--- config.mk ---
export PLATFORM = sky130hd
export DESIGN_NAME = acs_pos
export DESIGN_NICKNAME = d
export VERILOG_FILES = /design/src/hw/rtl/acs_pkg.sv /design/src/hw/rtl/acs_pos.sv
export SDC_FILE = /design/constraint.sdc
export NUM_CORES = 1
export LEC_CHECK = 0
export BUFFER_PORTS_ARGS = -buffer_cell sky130_fd_sc_hd__buf_2
export CAP_MARGIN = 20
export CORE_MARGIN = 2
export CORE_UTILIZATION = 46
export CTS_CLUSTER_SIZE = 16
export DETAILED_ROUTE_END_ITERATION = 8
export PLACE_DENSITY = 0.76
export SLEW_MARGIN = 20
export SYNTH_ARGS = -nofsm -noshare
export SYNTH_HDL_FRONTEND = slang
export SYNTH_SLANG_ARGS = --single-unit
--- constraint.sdc ---
create_clock -name clk_i -period 6.9 [get_ports clk_i]
set_input_delay 1.035 -clock clk_i [delete_from_list [all_inputs] [get_ports clk_i]]
set_output_delay 1.035 -clock clk_i [all_outputs]
set_load 0.01 [all_outputs]
--- src/hw/rtl/acs_pkg.sv ---
// shared constants, configuration codes and item types for the cumulative sum block
package acs_pkg;

  localparam int ELEM_W         = 32;
  localparam int AXIS_LEN_W     = 16;
  localparam int STRIDE_W       = 11;
  localparam int CFG_IDX_W      = 2;
  localparam int CFG_DATA_W     = 16;
  localparam int DEF_MAX_INNER  = 1024;
  localparam int DEF_VALUE_BITS = 32;

  typedef enum logic [CFG_IDX_W-1:0] {
    CFG_AXIS_LENGTH    = 2'd0,
    CFG_INNER_STRIDE   = 2'd1,
    CFG_EXCLUSIVE_MODE = 2'd2
  } cfg_idx_e;

  typedef struct packed {
    logic signed [ELEM_W-1:0] element_value;
    logic                     tensor_start;
  } in_item_t;

  typedef struct packed {
    logic signed [ELEM_W-1:0] sum_value;
    logic                     saturated;
  } out_item_t;

endpackage

--- src/hw/rtl/acs_pos.sv ---
// configuration registers and axis / inner position counters
module acs_pos import acs_pkg::*; #(
  parameter int MAX_INNER = DEF_MAX_INNER,
  parameter int IW        = (MAX_INNER > 1) ? $clog2(MAX_INNER) : 1
) (
  input  logic                  clk_i,
  input  logic                  rst_ni,
  input  logic                  cfg_we_i,
  input  logic [CFG_IDX_W-1:0]  cfg_idx_i,
  input  logic [CFG_DATA_W-1:0] cfg_data_i,
  input  logic                  acc_i,
  input  logic                  start_i,
  output logic [IW-1:0]         addr_o,
  output logic                  first_o,
  output logic                  excl_o
);

  localparam int CW  = $clog2(MAX_INNER + 1);
  localparam int SBW = (CW > STRIDE_W) ? CW : STRIDE_W;
  localparam int LW  = AXIS_LEN_W + 1;

  logic [AXIS_LEN_W-1:0] len_q;
  logic [STRIDE_W-1:0]   stride_q;
  logic                  excl_q;
  logic [IW-1:0]         inner_q, inner_d;
  logic [AXIS_LEN_W-1:0] axis_q, axis_d;

  logic [SBW-1:0]        stride_eff, stride_raw, next_inner;
  logic [LW-1:0]         len_eff, next_axis;
  logic [IW-1:0]         cur_inner, ip;
  logic [AXIS_LEN_W-1:0] cur_axis, ap;
  logic                  wrap;

  always_comb begin
    stride_raw = SBW'(stride_q);
    if (stride_q == '0) begin
      stride_eff = SBW'(1);
    end else if (stride_raw > SBW'(MAX_INNER)) begin
      stride_eff = SBW'(MAX_INNER);
    end else begin
      stride_eff = stride_raw;
    end
    len_eff = (len_q == '0) ? LW'(1) : {1'b0, len_q};

    cur_inner = start_i ? '0 : inner_q;
    cur_axis  = start_i ? '0 : axis_q;
    ip = (SBW'(cur_inner) >= stride_eff) ? '0 : cur_inner;
    ap = ({1'b0, cur_axis} >= len_eff) ? '0 : cur_axis;

    next_inner = SBW'(ip) + SBW'(1);
    next_axis  = {1'b0, ap} + LW'(1);
    wrap       = next_inner >= stride_eff;
    if (wrap) begin
      inner_d = '0;
      axis_d  = (next_axis >= len_eff) ? '0 : next_axis[AXIS_LEN_W-1:0];
    end else begin
      inner_d = next_inner[IW-1:0];
      axis_d  = ap;
    end
  end

  assign addr_o  = ip;
  assign first_o = (ap == '0);
  assign excl_o  = excl_q;

  always_ff @(posedge clk_i or negedge rst_ni) begin
    if (!rst_ni) begin
      len_q    <= AXIS_LEN_W'(1);
      stride_q <= STRIDE_W'(1);
      excl_q   <= 1'b0;
      inner_q  <= '0;
      axis_q   <= '0;
    end else begin
      if (cfg_we_i) begin
        case (cfg_idx_i)
          CFG_AXIS_LENGTH:    len_q    <= cfg_data_i[AXIS_LEN_W-1:0];
          CFG_INNER_STRIDE:   stride_q <= cfg_data_i[STRIDE_W-1:0];
          CFG_EXCLUSIVE_MODE: excl_q   <= cfg_data_i[0];
          default: ;
        endcase
      end
      if (acc_i) begin
        inner_q <= inner_d;
        axis_q  <= axis_d;
      end
    end
  end

endmodule

After elaboration in Yosys (flattened, before gate mapping)

Index checks and enable logic that the tools add are counted.

Logic and storage cells: 31
Flip-flop bits (word level): 54
Input bits: 23
Output and inout port bits: 12

Order comparisons: 5
Eq/ne operators: 2
Muxes and demuxes: 10
$add $sub $neg: 2
Reductions and logical operators: 7

Operators with widths:

| cell                  | count |
|---|---|
| $mux 16               | 5 |
| $logic_not 16->1      | 2 |
| $mux 10               | 3 |
| $mux 11               | 2 |
| $add 16x1->17 const B | 1 |
| $ge 17x16->1          | 1 |
| $ge 16x16->1          | 1 |
| $add 10x1->11 const B | 1 |
| $ge 10x11->1          | 1 |
| $ge 11x11->1          | 1 |
| $gt 11x11->1 const B  | 1 |
| $logic_not 11->1      | 1 |
| $reduce_and 2->1      | 3 |
| $eq 2x1->1 const B    | 1 |
| $eq 2x2->1 const B    | 1 |
| $logic_not 2->1       | 1 |

Logic depth before layout (Yosys ltp)

Word-level depth: 8
Mapped depth: 29
Mapped depth without buffers: 25

Worst setup path before layout

No wires, ideal clock.

Kind: input-to-reg
Start point: input start_i
End point: register axis_q[9]
Setup time: 0.125 ns
Required time: 6.775 ns
Slack: 0.859 ns
Stages: 29
Arrival: 5.916 ns
Path buffers: 5
Cells stage by stage: buf_2 -> buf_1 -> clkbuf_1 -> nor2b_1 -> ha_1 -> a21oi_1 -> nand2_1 -> a221oi_1 -> o21ai_2 -> nor2_1 -> nand2_1 -> inv_1 -> ha_1 -> and4_1 -> and4_1 -> buf_4 -> nand3_1 -> nor2_1 -> xnor2_1 -> nor2_1 -> ha_1 -> nand4_1 -> nor4_1 -> o22ai_1 -> o211a_1 -> o2111a_1 -> buf_6 -> a31oi_1 -> o21ai_1

Longest elaborated chain between the ends: 7

RTL lines:

| what                   | RTL line      | RTL |
|---|---|---|
| start: declaration     | acs_pos.sv:12 | `input logic start_i,` |
| $mux 16                | acs_pos.sv:46 | `cur_axis = start_i ? '0 : axis_q;` |
| $ge 16x16->1           | acs_pos.sv:48 | `ap = ({1'b0, cur_axis} >= len_eff) ? '0 : cur_axis;` |
| $mux 16                | acs_pos.sv:48 |  |
| $add 16x1->17          | acs_pos.sv:51 | `next_axis = {1'b0, ap} + LW'(1);` |
| $ge 17x16->1           | acs_pos.sv:55 | `axis_d = (next_axis >= len_eff) ? '0 : next_axis[AXIS_LEN_W-1:0];` |
| $mux 16                | acs_pos.sv:55 |  |
| $mux 16 (*)            | acs_pos.sv:53 | `if (wrap) begin` |
| end signal: assignment | acs_pos.sv:84 | `axis_q <= axis_d;` |
| end: declaration       | acs_pos.sv:26 | `logic [AXIS_LEN_W-1:0] axis_q, axis_d;` |

Every way passes the cells marked *; elsewhere a longest branch is shown, timed or not.
A chain may end at the register's enable or synchronous reset.

Worst setup path in the final report

Ends and elaborated chain as after synthesis.

==> out/qor.json <==
{
  "critical_path.max_fanout": {"value": 18},
  "report.final.hold_viol_count": {"value": 0},
  "final_ws_setup": {"value": 0.6181, "unit": "ns"},
  "drive_gt1_frac": {"value": 0.1396},
  "setup-tns-final": {"value": 0, "unit": "ns"},
  "vias_per_cell": {"value": 6.153},
  "instances_no_fill": {"value": 641},
  "area.growth.synth_to_final": {"value": 8.889, "unit": "%"},
  "drc": {"value": 0},
  "finalHoldWorstSlack": {"value": 0.5110, "unit": "ns"},
  "core-area": {"value": 9196, "unit": "um2"},
  "post_synth_main_area_contributors": {"value": "dfrtp_1 (30%), ha_1 (16%), nand2_1 (5.0%)"},
  "overall_die_area": {"value": 10220, "unit": "um2"},
  "most_common_cell_after_layout_fill_and_taps_aside": {"value": "nand2_1"},
  "power.density_cell_area": {"value": 192.0, "unit": "nW/um2"},
  "fin_skew": {"value": 0.01745, "unit": "ns"},
  "nets": {"value": 608},
  "dr.pass1.iters": {"value": 5},
  "timing.max_cap.violations": {"value": 0},
  "antenna_cells_inserted": {"value": 0},
  "clock_tree.root_cell": {"value": "clkbuf_8"},
  "cts_buffer_depth": {"value": 2},
  "slew_headroom": {"value": 0.3836},
  "vias": {"value": 3944},
  "globalplace.congestion": {"value": 0.9998},
  "cp_data_arrival_time": {"value": 6.48, "unit": "ns"},
  "cts_htree_levels": {"value": 2},
  "placement.io_buffers": {"value": 34},
  "placed_area": {"value": 4626, "unit": "um2"},
  "ys_dominant_reg_cell": {"value": "dfrtp_1"},
  "wl_per_cell": {"value": 18.25, "unit": "um"},
  "path_class": {"value": "input pin to flop"},
  "ctsHoldBuffers": {"value": 0},
  "worstHoldPathType": {"value": "flop to flop"},
  "cp.required": {"value": 7.10, "unit": "ns"},
  "leakage": {"value": 2.266, "unit": "nW"},
  "post-cts-setup-buffer-count": {"value": 0},
  "yosysTopAreaCellShare": {"value": 0.3001},
  "route.antenna.remaining_nets": {"value": 0},
  "synth_warnings": {"value": 0},
  "crit_slowest_cell": {"value": "nor2_1"},
  "floorplan.initialDensity": {"value": 0.4714},
  "totalPowerFinal": {"value": 906.2, "unit": "uW"},
  "setup-violations-final": {"value": 0},
  "dieWidth": {"value": 101.1, "unit": "um"},
  "timing.final.crit_share": {"value": 0.9104},
  "worst_path_dominant_cell_family": {"value": "simple AND/OR/NAND/NOR gates"},
  "post-route-min-period": {"value": 6.282, "unit": "ns"},
  "dpl.hpwl": {"value": 9307, "unit": "um"},
  "synth_cell_type_count": {"value": 61},
  "irDropWorstVdd": {"value": 0.09142, "unit": "mV"},
  "tritoncts": {"value": "built"},
  "report.final.slew_viol_count": {"value": 0},
  "ys_seq_area_frac": {"value": 0.3123},
  "per_instance_average_area_after_synthesis": {"value": 8.706, "unit": "um2"},
  "i_o_pins": {"value": 35},
  "cts_made_buffers": {"value": 5},
  "dr.first_iter.drc_count": {"value": 269},
  "clkSinkCount": {"value": 54},
  "antenna_found_initial": {"value": 0},
  "max_freq": {"value": 159.2, "unit": "MHz"},
  "cts_resized": {"value": 0},
  "post_synth_inst_count": {"value": 498},
  "regToRegSetupSlack": {"value": 1.10, "unit": "ns"},
  "synth.largest_area_cell": {"value": "dfrtp_1"},
  "cp-end-kind": {"value": "flop"},
  "async_reset_ff_frac": {"value": 1.000},
  "fillCellCount": {"value": 853},
  "critPathBufInv": {"value": 4},
  "clk-insertion-delay-late": {"value": 0.32, "unit": "ns"},
  "mappedNetlistArea": {"value": 4335, "unit": "um2"},
  "pin_count_of_the_biggest_net_entering_global_routing": {"value": 55},
  "tightestPinTransition": {"value": 0.9206, "unit": "ns"},
  "numPlacedInstances": {"value": 633},
  "status": {"value": "finished clean"},
  "detail_route.wirelength": {"value": 11700, "unit": "um"},
  "grt_pass1_wl": {"value": 19040, "unit": "um"},
  "final_design_area_no_fill": {"value": 4721, "unit": "um2"},
  "first_global_vias": {"value": 3946},
  "global_router_s_overall_resource_usage": {"value": 0.2347},
  "grt.overflow.total": {"value": 0},
  "mostFrequentLayoutCells": {"value": "nand2_1 (58), ha_1 (56), dfrtp_1 (52), nor2_1 (43), buf_2 (34)"},
  "die_height": {"value": 101.1, "unit": "um"},
  "number_of_placement_rows": {"value": 35},
  "post_synth_edffs": {"value": 0},
  "syn_nets": {"value": 577},
  "dp_worst_setup_slack": {"value": 0.4288, "unit": "ns"},
  "grt_setup_unrepaired": {"value": "no"},
  "ys_seq_elements": {"value": 54},
  "worst_path_largest_cell_delay": {"value": 0.36, "unit": "ns"},
  "critical_path.startpoint_type": {"value": "input pin"},
  "final_core_utilization": {"value": 0.5133},
  "cts.reportedPaths.clkPinSlew": {"value": 0.11, "unit": "ns"}
}
path summary, 6_finish.rpt:
kind	startpoint	to	cells past startpoint
max	start_i	axis_q[9]	27
min	inner_q[1]	inner_q[1]	1
max reg2reg	axis_q[14]	axis_q[9]	24
min reg2reg	inner_q[1]	inner_q[1]	1
max in group asynchronous	rst_ni	axis_q[10]	2
min in group asynchronous	rst_ni	stride_q[2]	2
cell type report:
cell class / count / area [um2] / share of cell area
flip-flops and latches: 54 / 1354 / 0.2868
clock buffers: 5 / 68.82 / 0.01458
repair buffers: 42 / 230.2 / 0.04877
clock inverters: 3 / 26.28 / 0.005566
well taps: 111 / 138.9 / 0.02942
inverters: 31 / 116.4 / 0.02465
multi-input cells: 395 / 2786 / 0.5902
synthesized netlist by cell type (all sizes together) (3+ instances only):
master / number
and2: 4
a21oi: 15
o2111ai: 3
o21a: 5
a22o: 14
clkbuf: 11
xor2: 12
xnor2: 10
buf: 7
dfrtp: 52
nor2: 44
ha: 56
a211oi: 5
nand2: 58
a21o: 6
o21ai: 32
and3: 3
and4: 4
nor3: 17
nor4: 11
nand2b: 3
mux2: 13
o2bb2ai: 3
nor2b: 20
nand4: 9
o211ai: 5
inv: 30
nand3: 17
routing by layer:
layer / global-route usage / up-vias / routed length [um]
li1: - / 1857 / -
met1: 0.3012 / 1896 / 4995
met2: 0.4075 / 161 / 5761
met3: 0.02913 / 30 / 655
met4: 0.07796 / 0 / 287
met5: 0 / - / 0
sequential cells by signal, indices dropped and copies added, names as in the netlist:
name and flops:
inner_q 10, axis_q 16, stride_q 11, len_q 16
excl_o 1
worst reg2reg max path, delay by kind of cell (launching register included):
family	cells	cell delay [ns]
simple gates	11	2.18
compound gates	8	1.84
fa+ha+maj	3	0.90
flops	1	0.49
xor+xnor	1	0.14
buf+inv	1	0.12
power by group:
part / internal [mW] / switching, mW / leakage, nW
Sequential: 0.359 / 0.0372 / 0.691
Clock: 0.0752 / 0.123 / 0.0491
Combinational: 0.126 / 0.187 / 1.53
kinds of logic after synthesis:
group                    synth area share
AND/OR/NAND/NOR                    0.2283
AO/OA/AOI/OAI                      0.1688
adder cells (fa/ha/maj)            0.1616
flip-flops                         0.3123
buffers and inverters             0.04618
XOR/XNOR                          0.04444
multiplexers                      0.03838
Power figures use the tool's default switching activity.
