===== src/hw/rtl/acs_pkg.sv =====
// shared constants, configuration codes and item types for the cumulative sum block
package acs_pkg;

  localparam int ELEM_W         = 32;
  localparam int AXIS_LEN_W     = 16;
  localparam int STRIDE_W       = 11;
  localparam int CFG_IDX_W      = 2;
  localparam int CFG_DATA_W     = 16;
  localparam int DEF_MAX_INNER  = 1024;
  localparam int DEF_VALUE_BITS = 32;

  typedef enum logic [CFG_IDX_W-1:0] {
    CFG_AXIS_LENGTH    = 2'd0,
    CFG_INNER_STRIDE   = 2'd1,
    CFG_EXCLUSIVE_MODE = 2'd2
  } cfg_idx_e;

  typedef struct packed {
    logic signed [ELEM_W-1:0] element_value;
    logic                     tensor_start;
  } in_item_t;

  typedef struct packed {
    logic signed [ELEM_W-1:0] sum_value;
    logic                     saturated;
  } out_item_t;

endpackage


===== src/hw/rtl/acs_update.sv =====
// read-modify-write stage: forwarding, saturating add and output register
module acs_update import acs_pkg::*; #(
  parameter int VALUE_BITS = DEF_VALUE_BITS,
  parameter int IW         = 10
) (
  input  logic                  clk_i,
  input  logic                  rst_ni,
  input  logic                  acc_i,
  input  logic [IW-1:0]         addr_i,
  input  logic                  first_i,
  input  logic [ELEM_W-1:0]     elem_i,
  input  logic                  excl_i,
  input  logic [VALUE_BITS-1:0] rdata_i,
  output logic                  in_ready_o,
  output logic                  wr_en_o,
  output logic [IW-1:0]         wr_addr_o,
  output logic [VALUE_BITS-1:0] wr_data_o,
  output logic                  out_valid_o,
  input  logic                  out_ready_i,
  output out_item_t             out_data_o
);

  localparam int SW = ((VALUE_BITS > ELEM_W) ? VALUE_BITS : ELEM_W) + 1;
  localparam logic [SW-1:0] MAXV = {{(SW-VALUE_BITS+1){1'b0}}, {(VALUE_BITS-1){1'b1}}};
  localparam logic [SW-1:0] MINV = {{(SW-VALUE_BITS+1){1'b1}}, {(VALUE_BITS-1){1'b0}}};

  logic                  s1_valid_q;
  logic [IW-1:0]         s1_addr_q;
  logic                  s1_first_q;
  logic [ELEM_W-1:0]     s1_elem_q;
  logic                  byp_valid_q;
  logic [IW-1:0]         byp_addr_q;
  logic [VALUE_BITS-1:0] byp_data_q;
  logic                  out_valid_q;
  out_item_t             out_data_q;

  logic                  adv, move, hi, lo;
  logic [VALUE_BITS-1:0] old, old_w, sum, emit;
  logic [SW-1:0]         x_ext, old_ext, raw, emit_ext;

  assign adv        = !out_valid_q || out_ready_i;
  assign move       = s1_valid_q && adv;
  assign in_ready_o = !s1_valid_q || adv;

  always_comb begin
    // last write wins over the ram when it hit the same entry
    old   = (byp_valid_q && (byp_addr_q == s1_addr_q)) ? byp_data_q : rdata_i;
    old_w = s1_first_q ? '0 : old;
    x_ext   = {{(SW-ELEM_W){s1_elem_q[ELEM_W-1]}}, s1_elem_q};
    old_ext = {{(SW-VALUE_BITS){old[VALUE_BITS-1]}}, old};
    raw     = s1_first_q ? x_ext : (old_ext + x_ext);
    hi = $signed(raw) > $signed(MAXV);
    lo = $signed(raw) < $signed(MINV);
    if (hi) begin
      sum = MAXV[VALUE_BITS-1:0];
    end else if (lo) begin
      sum = MINV[VALUE_BITS-1:0];
    end else begin
      sum = raw[VALUE_BITS-1:0];
    end
    emit     = excl_i ? old_w : sum;
    emit_ext = {{(SW-VALUE_BITS){emit[VALUE_BITS-1]}}, emit};
  end

  assign wr_en_o   = move;
  assign wr_addr_o = s1_addr_q;
  assign wr_data_o = sum;

  always_ff @(posedge clk_i or negedge rst_ni) begin
    if (!rst_ni) begin
      s1_valid_q  <= 1'b0;
      byp_valid_q <= 1'b0;
      out_valid_q <= 1'b0;
    end else begin
      if (acc_i) begin
        s1_valid_q <= 1'b1;
      end else if (adv) begin
        s1_valid_q <= 1'b0;
      end
      if (move) begin
        byp_valid_q <= 1'b1;
      end
      if (adv) begin
        out_valid_q <= s1_valid_q;
      end
    end
  end

  always_ff @(posedge clk_i) begin
    if (acc_i) begin
      s1_addr_q  <= addr_i;
      s1_first_q <= first_i;
      s1_elem_q  <= elem_i;
    end
    if (move) begin
      byp_addr_q           <= s1_addr_q;
      byp_data_q           <= sum;
      out_data_q.sum_value <= emit_ext[ELEM_W-1:0];
      out_data_q.saturated <= hi || lo;
    end
  end

  assign out_valid_o = out_valid_q;
  assign out_data_o  = out_data_q;

endmodule


===== config.mk =====
export PLATFORM = sky130hd
export DESIGN_NAME = acs_update
export DESIGN_NICKNAME = d
export VERILOG_FILES = /design/src/hw/rtl/acs_pkg.sv /design/src/hw/rtl/acs_update.sv
export SDC_FILE = /design/constraint.sdc
export NUM_CORES = 1
export LEC_CHECK = 0
export CORE_MARGIN = 3
export CORE_UTILIZATION = 55
export DETAILED_ROUTE_END_ITERATION = 8
export DONT_BUFFER_PORTS = 1
export GPL_TIMING_DRIVEN = 0
export PLACE_DENSITY = 0.7
export SLEW_MARGIN = 20
export SYNTH_ARGS = -nofsm -noshare
export SYNTH_HDL_FRONTEND = slang
export SYNTH_SLANG_ARGS = --single-unit

===== constraint.sdc =====
create_clock -name clk_i -period 11.8 [get_ports clk_i]
set_input_delay 1.18 -clock clk_i [delete_from_list [all_inputs] [get_ports clk_i]]
set_output_delay 1.18 -clock clk_i [all_outputs]
set_load 0.01 [all_outputs]

* Word level (Yosys, flattened, before mapping) *
Index checks and enable logic that the tools add are counted.

word-level totals
  output and inout bits = 78
  bits in registers = 121
  input bits = 80
  logic and storage cells = 30

operators by class
  equal/unequal tests = 1
  add/subtract/negate cells = 1
  magnitude comparators = 2
  reduce and logical (&&, ||, !) cells = 8
  multiplexer cells = 8

operators by type and width
  cell                                                                             count
  32-bit 2-to-1 mux                                                                5
  32-bit by 32-bit adder with 33-bit output                                        1
  33-bit by 32-bit > comparator with 1-bit output (second input constant)          1
  33-bit by 32-bit less-than comparator with 1-bit output (second input constant)  1
  33-bit 2-to-1 mux                                                                1
  10-bit == test                                                                   1
  1-bit logical OR                                                                 3
  1-bit logical AND                                                                2
  1-bit zero test                                                                  2
  1-bit 2-to-1 mux                                                                 2
  2-bit nonzero test                                                               1

* Longest topological paths before layout *
  word-level depth = 9
  depth in mapped cells = 16
  gate-level depth less buffers = 14

* Worst setup path after synthesis *
OpenSTA, ideal clock, no wires.

  path type = register -> output
  from = register s1_addr_q[2] (netlist: wr_addr_o[2])
  to = output port wr_data_o[26]
  path buffers = 1
  path slack = 6.345 ns
  data required time = 10.620 ns
  stages on the path, launching flop included = 15
  arrival time = 4.275 ns
  cells stage by stage = edfxtp_1 -> xnor2_1 -> nand4_1 -> nor3_1 -> clkbuf_1 -> mux2_2 -> ha_1 -> o211ai_1 -> o21ai_1 -> o2111a_1 -> or2_0 -> a211o_1 -> mux2_4 -> or3_4 -> a2bb2oi_1

on the way
  word-level cells in the longest chain between the ends = 8
  elaborated cells between the ends (all ways) = 9
  those cells by class = add/sub (1); order compare (2); eq/ne (1); mux (4); reduce/logical (1)

RTL lines
  element                                                  line              text
  start: declaration                                       acs_update.sv:28  logic [IW-1:0] s1_addr_q;
  start signal: assignment                                 acs_update.sv:91  s1_addr_q <= addr_i;
  10-bit == test *                                         acs_update.sv:47  old = (byp_valid_q && (byp_addr_q == s1_addr_q)) ? byp_data_q : rdata_i;
  1-bit logical AND *                                      acs_update.sv:47
  32-bit 2-to-1 mux *                                      acs_update.sv:47
  32-bit by 32-bit adder with 33-bit output *              acs_update.sv:51  raw = s1_first_q ? x_ext : (old_ext + x_ext);
  33-bit 2-to-1 mux *                                      acs_update.sv:51
  33-bit by 32-bit less-than comparator with 1-bit output  acs_update.sv:53  lo = $signed(raw) < $signed(MINV);
  32-bit 2-to-1 mux                                        acs_update.sv:56  end else if (lo) begin
  32-bit 2-to-1 mux *                                      acs_update.sv:54  if (hi) begin
  end: declaration                                         acs_update.sv:17  output logic [VALUE_BITS-1:0] wr_data_o,

Mark *: on every way between the ends. The rest lies on a longest branch, timed or not.

* Worst setup path after layout *
  from = register s1_addr_q[1] (netlist: wr_addr_o[1])
  to = output port wr_data_o[24]

The elaborated chain is that of the path after synthesis.

==> results.md <==
* Outcome: complete, no violations
* Classification of the worst-slack hold path: input port to async pin
* Gr usage total at 27.6%
* Worst path arrival time at 6210 ps
* Unrepaired setup endpoints after global routing: no
* DR iter-0 viols at between 500 and 600
* Post-CTS sizing at 0
* Routed met2 length at 9570 um
* Critical Path Max Stage Delay at 710 ps
* Number of cells after detailed placement at 821
* Post-Route WL at 19,300 um
* Nets in the synthesized netlist at 765
* Worst-path fanout max at 10
* Starting utilization of the core area at 57.4%
* Critical path buffer and inverter count at 2
* Congestion Overflow GR at 0
* Max-cap viol count at 0
* Max-Slew Margin vs Limit at between 40% and 50%
* Via density at between 6 and 7
* Library cells used by synthesis at 55
* Top cell type by total area after synthesis: sky130_fd_sc_hd__edfxtp_1
* WP data required at 10,620 ps
* Mapped Cells at 652
* CTS Hold Bufs at 0
* Type of destination of the critical path: primary output
* Residual DRC at 0
* Mapped Avg Cell Area at 10.8 sq um
* Top layer used by detailed routing: met4
* Post-route clock period utilization at 62.6%
* Leading post-synthesis cells by cell area: sky130_fd_sc_hd__edfxtp_1 (50%), sky130_fd_sc_hd__a21oi_1 (6.7%), sky130_fd_sc_hd__ha_1 (5.7%)
* Final core occ at roughly 65%
* Clock slew at reported path FFs at 50 ps
* Initial antenna violation count at 0
* Met3 wire len at 1570 um
* Critical path's top delay family: compound AO/OA/AOI/OAI gates
* Highest-count cells in the layout ignoring fill and taps: sky130_fd_sc_hd__edfxtp_1 (118), sky130_fd_sc_hd__a21oi_1 (94), sky130_fd_sc_hd__nor2_1 (57), sky130_fd_sc_hd__o21ai_0 (54), sky130_fd_sc_hd__nand2_1 (33)
* Synthesis-stage register bit count at 121
* Worst IR Drop VDD at 0.140 mV
* CTS HTree Levels at 4
* Chip Width at around 120 um
* Setup Slack @ Placement at 4790 ps
* Type of the worst setup path: flip-flop to primary output
* First drt pass iteration count at 5
* Post-route clock skew at 5.27 ps
* Slew Viols, Final at 0
* Top-area cell type share of the netlist area at a little over 50%
* Final Hold Violating Endpoints at 0
* Most common cell after layout, fill and taps aside: sky130_fd_sc_hd__edfxtp_1
* Worst Setup Slack, final at 4410 ps
* Wire length per cell after detailed routing at 22.6 um
* Postcts setup bufs at 0
* Largest net degree at the start of global routing at 45
* Area of the core at 12,300 sq um
* Net total in the final layout at approximately 800
* Non-filler instance count after layout at roughly 850
* EDFF count, synth at 118
* Placer Congestion at 0.849
* Worst-Margin Slew at 811 ps
* Area of the mapped netlist at slightly above 7000 sq um
* CTS max path bufs at 2
* Highest clock frequency the design can meet at 0.135 GHz
* Placement row count at 40
* Layout cells sized above 1 at between 10% and 20%
* Routed vias at 5,515
* Boundary pin count at 158
* Count of endpoints failing setup in the final report at 0
* Worst-skew pair later-pin latency at 430 ps
* Vias in the first global route at 5,610
* CTS tree: built
* Number of antenna cells inserted at 0
* Sinks on the clock net at 121
* TritonCTS Buffers at 17
* Critical path, cell by cell: xnor2_1 > nand4_1 > nor3_1 > clkbuf_1 > mux2_2 > ha_1 > fa_1 > a211oi_1 > o211ai_1 > a21oi_1 > a211oi_1 > nor3b_1 > mux2i_1 > buf_2 > a31oi_1 > a21oi_1
* Min Tclk post-route at 7390 ps
* Sequential cell area fraction in the yosys report at approximately half
* Quantity of I/O buffers inserted on ports at 0
* Slowest library cell on the worst path: sky130_fd_sc_hd__nor3_1
* Total negative setup slack at 0 ps
* Number of antenna-violating nets in the routed design at 0
* Synthesis Warnings at 0
* Post-DP HPWL at 14,100 um
* Wire length of the first global-routing pass at ~30,000 um
* WL met1 at 7880 um
* Die height at ~120 um
* Kind of start point of the critical path: flip-flop
* Proportion of register bits with asynchronous set or reset after synthesis at 2.48%
* Filler cells at between 900 and 1,000
* Static leakage power at 2.78 nW
* Flip-flop cell with the highest count after synthesis: sky130_fd_sc_hd__edfxtp_1
* Overall die area at ~14,000 sq um
* Layout-stage area growth over the synthesis result at 12.5%
* Areal power density over the cells at 181 nW/um^2
* Post-route total power at approximately 1.4 mW
* Root Buffer Master: sky130_fd_sc_hd__clkbuf_16
## synth_stat cells, drive strengths merged (7+ instances only)
library cell  instances
a21oi                94
a31oi                 7
a211oi                8
nand4                 7
a22oi                30
nand2b                9
o211ai               10
clkbuf               24
nor2                 57
nand2                33
edfxtp              118
xnor2                23
ha                   32
o21ai                63
nor3                 10
mux2                 33
inv                   9
nand3                 7
xor2                  9
## cell families (layout without fill, tap and decap cells)
family | count (synthesis) | in the layout | synth area share [%]
multiplexers | 38 | 38 | 6.10
AND/OR/NAND/NOR | 149 | 149 | 10.0
adder cells (fa/ha/maj) | 33 | 33 | 5.97
XOR/XNOR | 32 | 32 | 3.98
buffers and inverters | 40 | 73 | 2.24
AO/OA/AOI/OAI | 239 | 239 | 20.2
flip-flops | 121 | 121 | 51.4
## per-layer routing
metal	up-vias	track usage (%)
li1	2534	-
met1	2678	35.1
met2	276	44.7
met3	27	8.26
met4	0	9.99
met5	-	0
## flip-flops by register name, indices dropped and copies added (netlist names), 10 cells and up
register    count
s1_elem_q      32
out_data_o     33
byp_addr_q     10
wr_addr_o      10
byp_data_q     32
## worst register-to-register path: stages, from the launching register on
cell and delay (ps):
sky130_fd_sc_hd__edfxtp_1 470, sky130_fd_sc_hd__xnor2_1 190, sky130_fd_sc_hd__nand4_1 180, sky130_fd_sc_hd__nor3_1 710, sky130_fd_sc_hd__clkbuf_1 650, sky130_fd_sc_hd__mux2_2 430, sky130_fd_sc_hd__ha_1 250, sky130_fd_sc_hd__fa_1 440
sky130_fd_sc_hd__a211oi_1 340, sky130_fd_sc_hd__o211ai_1 180, sky130_fd_sc_hd__a21oi_1 440, sky130_fd_sc_hd__a211oi_1 180, sky130_fd_sc_hd__nor3b_1 360, sky130_fd_sc_hd__mux2i_1 200, sky130_fd_sc_hd__buf_2 260, sky130_fd_sc_hd__a31oi_1 300
sky130_fd_sc_hd__a21oi_1 200
## final cells by class
| class | count | area (sq um) | share of cell area, % |
|---|---|---|---|
| Clock buffer | 17 | 425 | 5.37 |
| Tap cell | 168 | 210 | 2.65 |
| Timing Repair Buffer | 1 | 20.0 | 0.253 |
| Buffer | 30 | 120 | 1.52 |
| Sequential cell | 121 | 3620 | 45.7 |
| Multi-Input combinational cell | 491 | 3260 | 41.2 |
| Inverter | 10 | 37.5 | 0.474 |
| Clock inverter | 15 | 223 | 2.81 |
## path summary, 6_finish.rpt
| kind | start | end | slack, ps | cells after the start |
|---|---|---|---|---|
| worst min register to register | byp_valid_q | byp_valid_q | 490 | 1 |
| max in group asynchronous | rst_ni | out_valid_o | 11290 | 0 |
| min in group clk_i | byp_valid_q | byp_valid_q | 490 | 1 |
| worst max register to register | wr_addr_o[1] | byp_data_q[27] | 5710 | 16 |
| worst max-delay path | wr_addr_o[1] | wr_data_o[24] | 4410 | 16 |
| worst min-delay path | rst_ni | byp_valid_q | 450 | 0 |
## through the flow
| stage | cell area, sq um | hold slack, ps |
|---|---|---|
| 2_1_floorplan | 7040 | 439 |
| 3_3_place_gp | 7250 | 462 |
| 3_5_place_dp | 7270 | 469 |
| 4_1_cts | 7920 | 428 |
| 5_1_grt | 7920 | 425 |
| 6_report | 7920 | 445 |
## where the power goes
group,total [mW],switching [mW],internal (mW)
Clock,0.573,0.199,0.375
Combinational,0.297,0.196,0.102
Sequential,0.564,0.0296,0.534
Note: power is estimated with default switching activity, not from simulation.
